## src/sv/tpg_mod_pipe.sv

```systemverilog
`timescale 1ns / 1ps
// ----------------------------------------------------------------------------
// tpg_mod_pipe: pipelined remainder unit
// Restoring division, one dividend bit per stage; remainder from the last of
// DVD_W stages. Unenforced: hold the divisor steady while items are in flight.
// ----------------------------------------------------------------------------
module tpg_mod_pipe #(
  parameter int DVD_W = 19,
  parameter int DIV_W = 10
) (
  input  logic             clk,
  input  logic             en,
  input  logic [DVD_W-1:0] dividend,
  input  logic [DIV_W-1:0] divisor,
  output logic [DIV_W-1:0] remainder
);

  logic [DIV_W-1:0] rem [DVD_W];
  logic [DVD_W-1:0] dvd [DVD_W-1];

  genvar k;
  for (k = 0; k < DVD_W; k++) begin : g_step
    logic [DIV_W-1:0] rem_in;
    logic [DVD_W-1:0] dvd_in;
    logic [DIV_W:0]   cand;

    if (k == 0) begin : g_head
      assign rem_in = '0;
      assign dvd_in = dividend;
    end else begin : g_body
      assign rem_in = rem[k-1];
      assign dvd_in = dvd[k-1];
    end

    // Shift in the next dividend bit, subtract when it fits
    assign cand = {rem_in, dvd_in[DVD_W-1]};

    always_ff @(posedge clk) begin
      if (en) begin
        if (cand >= {1'b0, divisor}) begin
          rem[k] <= DIV_W'(cand - {1'b0, divisor});
        end else begin
          rem[k] <= DIV_W'(cand);
        end
      end
    end

    // Remaining dividend bits move on with the partial remainder
    if (k < DVD_W - 1) begin : g_dvd
      always_ff @(posedge clk) begin
        if (en) begin
          dvd[k] <= {dvd_in[DVD_W-2:0], 1'b0};
        end
      end
    end
  end

  assign remainder = rem[DVD_W-1];

endmodule

```

## config.mk

```make
export PLATFORM = sky130hd
export DESIGN_NAME = tpg_mod_pipe
export DESIGN_NICKNAME = d
export VERILOG_FILES = /design/src/sv/tpg_mod_pipe.sv
export SDC_FILE = /design/constraint.sdc
export NUM_CORES = 1
export LEC_CHECK = 0
export BUFFER_PORTS_ARGS = -buffer_cell sky130_fd_sc_hd__buf_4
export CAP_MARGIN = 15
export CORE_MARGIN = 3
export CORE_UTILIZATION = 50
export DETAILED_ROUTE_END_ITERATION = 16
export GPL_TIMING_DRIVEN = 1
export PLACE_DENSITY_LB_ADDON = 0.25
export SKIP_LAST_GASP = 1
export SYNTH_ARGS = -nofsm -noshare
export SYNTH_HDL_FRONTEND = slang
export SYNTH_SLANG_ARGS = --single-unit
export TNS_END_PERCENT = 30
```

## constraint.sdc

```tcl
create_clock -name clk -period 9.82 [get_ports clk]
set_input_delay 0.982 -clock clk [delete_from_list [all_inputs] [get_ports clk]]
set_output_delay 0.982 -clock clk [all_outputs]
set_load 0.02 [all_outputs]
```

==> impl_metrics.json <==
{
  "status": "finished clean",
  "rrSetupSlack_ns": 7.07,
  "clock_power_share_pct": 22.0,
  "power.switching_mw": 2.27,
  "final_util_pct": 56.2,
  "core_area_um2": 40900,
  "maxSlewViolCount": 0,
  "hp-class": "reg2reg",
  "start_util_pct": 50.7,
  "postCtsResizedCells": 0,
  "ys_seq_area_share_pct": 52.2,
  "synth_fp_nets": 1854,
  "final-setup-viol-count": 0,
  "finalCritPeriodShare_pct": 36.6,
  "pwr-share-comb_pct": 42.1,
  "synth_top_family_by_area": "adder cells",
  "path_max_fanout": 27,
  "drive_gt1_share_pct": 18.2,
  "cts_max_level": 2,
  "io_pins": 41,
  "die_x_um": 210,
  "syn_to_final_growth_pct": 10.9,
  "yosysUniqueCellTypes": 47,
  "ys.flop_type": "edfxtp_1",
  "arrival_ns": 3.90,
  "place.gp.congestion": 0.849,
  "drt_iter0_markers": 699,
  "post-route-min-period_ns": 3.60,
  "async_reset_ff_share_pct": 0,
  "cts_sinks": 361,
  "ir_worst_vdd_uv": 150,
  "rr_startpoint": "rem[17][0]$_DFFE_PP_",
  "ys_ff_latch": 361,
  "clock_path_buffers": 3,
  "vias_per_cell": 5.67,
  "die_h_um": 210,
  "dp_cells": 2167,
  "grt_pass1_wl_mm": 65.4,
  "rows": 74,
  "syn-cell-area_um2": 20800,
  "ant_nets": 0,
  "critPathRequiredTime_ns": 10.12,
  "fmax_mhz": 278,
  "synth_warnings": 0,
  "overflow": 0,
  "synth_area_per_cell_um2": 12.8,
  "internal_power_mw": 4.73,
  "synth_compound_area_share_pct": 11.4,
  "diodes": 0,
  "io_buffers": 40,
  "drc_errors": 0,
  "wl_per_cell_um": 17.7,
  "yosys-mux-area-fraction_pct": 9.54,
  "r2r_cells": 7,
  "hold_depth": 0,
  "layout.cells.non_filler": 2241,
  "grt_max_degree": 94,
  "power_density_nw_per_um2": 304,
  "r2r_end": "rem[18][3]$_DFFE_PP_",
  "grt_usage_pct": 18.3,
  "synthCells": 1623,
  "maxCapViolations": 0,
  "min_to": "dvd[7][17]$_DFFE_PP_",
  "total_leakage_power_nw": 9.00,
  "dp_hpwl_mm": 26.2,
  "hold_violations": 0,
  "synth_fa_ha_area_share_pct": 12.7,
  "via_count": 12714,
  "total_power_mw": 7.00,
  "antenna_found_initial": 0,
  "die-area_um2": 44000,
  "post_cts_buffers": 0,
  "synthSimpleGateAreaFrac_pct": 5.76,
  "worst_pin_slew_ns": 1.14,
  "worstSkewPairLatency_ns": 0.56,
  "worstHoldStart": "dvd[6][16]$_DFFE_PP_",
  "first_pass_iters": 5,
  "cts_buffers": 40,
  "synthXorXnorAreaFrac_pct": 5.57,
  "cts_tree": "done",
  "drt_wl_total_mm": 39.7,
  "synth_edf_count": 361,
  "fin_nets": 1908,
  "first_global_vias": 12804,
  "clock_skew_ns": 0.0241,
  "clk_pin_slew_ns": 0.06,
  "fin_setup_tns_ns": 0,
  "n_fill_cell": 3354,
  "end_kind": "flop",
  "start_kind": "input pin",
  "swShare_pct": 32.4,
  "rsz0062_at_grt": "false",
  "worstSetupPathType": "in2reg",
  "ctsHoldBuffers": 0,
  "pwr-share-seq_pct": 35.9,
  "cts_root_buf": "clkbuf_16",
  "slew_headroom_pct": 24.2
}
-- per-layer routing --
metal,up-vias,part of all wire (%),GRT usage [%]
met5,-,0,0
met4,0,2.6,6.26
met3,66,3.7,2.68
met2,219,48,31.2
met1,6173,45,24.1
li1,6256,-,-
-- worst max path at each step --
| stage | end | from | slack (ns) |
|---|---|---|---|
| after floorplan | rem[16][1]$_DFFE_PP_ | divisor[1] | 5.70 |
| after global placement | rem[16][8]$_DFFE_PP_ | divisor[3] | 5.66 |
| after detailed placement | rem[18][6]$_DFFE_PP_ | divisor[1] | 5.65 |
| after CTS | rem[18][6]$_DFFE_PP_ | divisor[1] | 6.24 |
| after global routing | rem[18][1]$_DFFE_PP_ | divisor[1] | 5.99 |
| final | rem[18][3]$_DFFE_PP_ | divisor[1] | 6.22 |
-- cell usage after synthesis (4+ instances only) --
| cell | number | share of area [%] |
|---|---|---|
| edfxtp_1 | 361 | 52 |
| ha_1 | 182 | 11 |
| mux2_2 | 158 | 8.6 |
| a21oi_1 | 144 | 3.5 |
| inv_1 | 105 | 1.9 |
| nand2_1 | 101 | 1.8 |
| xnor2_1 | 93 | 3.9 |
| nor2_1 | 92 | 1.7 |
| xor2_1 | 39 | 1.6 |
| nand4_1 | 34 | 1.0 |
| a21o_1 | 33 | 1.2 |
| o21bai_1 | 31 | 1.1 |
| nand3_1 | 23 | 0.55 |
| clkbuf_1 | 22 | 0.40 |
| mux2i_1 | 20 | 0.96 |
| a31oi_1 | 18 | 0.54 |
| fa_1 | 18 | 1.7 |
| buf_2 | 17 | 0.41 |
| a2111oi_2 | 16 | 1.2 |
| o22a_1 | 16 | 0.68 |
| o221a_2 | 15 | 0.81 |
| a2bb2oi_1 | 14 | 0.59 |
| a41o_1 | 13 | 0.63 |
| o21ai_0 | 9 | 0.22 |
| nor3_1 | 7 | 0.17 |
| o21a_1 | 5 | 0.18 |
| nand2b_1 | 4 | 0.12 |
| nor2b_1 | 4 | 0.12 |
| nor4_1 | 4 | 0.12 |
-- power groups by stage --
| stage | clock (mW) | sequential (mW) | combinational (mW) |
|---|---|---|---|
| 2_1_floorplan | 0 | 2.46 | 2.43 |
| 3_3_place_gp | 0 | 2.55 | 2.85 |
| 3_5_place_dp | 0 | 2.55 | 2.92 |
| 4_1_cts | 1.58 | 2.52 | 2.95 |
| 5_1_grt | 1.64 | 2.56 | 3.28 |
| 6_report | 1.54 | 2.51 | 2.95 |
-- registers in the layout, summed over array words and instances, names as in the netlist --
name	count
rem	190
dvd	171
-- per-stage QoR --
step / worst slack, ns / cell area, um2 / hold slack [ns]
global route: 5.99 / 23000 / 0.419
CTS: 6.24 / 23000 / 0.410
floorplan: 5.70 / 20800 / 0.400
detailed placement: 5.65 / 21700 / 0.405
finish: 6.22 / 23000 / 0.409
global placement: 5.66 / 21600 / 0.401
-- final cells by class --
cell class	count	area, um2	area share, %
well taps	532	666	2.89
multi-input cells	1116	9340	40.6
inverters	105	394	1.71
flip-flops and latches	361	10800	47.1
clock inverters	28	295	1.28
repair buffers	53	438	1.90
clock buffers	46	1040	4.54
-- worst max-delay path: stages --
cell       delay [ns]
buf_4            0.13
inv_2            0.27
buf_4            0.53
ha_1             0.26
nor2b_1          0.18
o2111ai_1        0.16
a31oi_1          0.28
a2bb2oi_1        0.31
o22a_1           0.41
mux2_2           0.38
-- cells in the final DEF (no fill, tap or decap), types with 13 or more instances in the layout --
master	synthesis	layout
a2111oi_2	16	16
a21o_1	33	33
a21oi_1	144	144
a2bb2oi_1	14	14
a31oi_1	18	18
a41o_1	13	13
buf_4	2	50
clkbuf_16	0	41
edfxtp_1	361	361
fa_1	18	18
ha_1	182	182
inv_1	105	104
mux2_2	158	158
mux2i_1	20	20
nand2_1	101	101
nand3_1	23	23
nand4_1	34	34
nor2_1	92	92
o21bai_1	31	31
o221a_2	15	15
o22a_1	16	16
xnor2_1	93	93
xor2_1	39	39
-- kinds of logic after synthesis --
kind of cell    after synthesis
flops                       361
compound gates              333
simple gates                273
fa+ha+maj                   200
mux                         178
buf+inv                     146
xor+xnor                    132
Power figures use the tool's default switching activity.
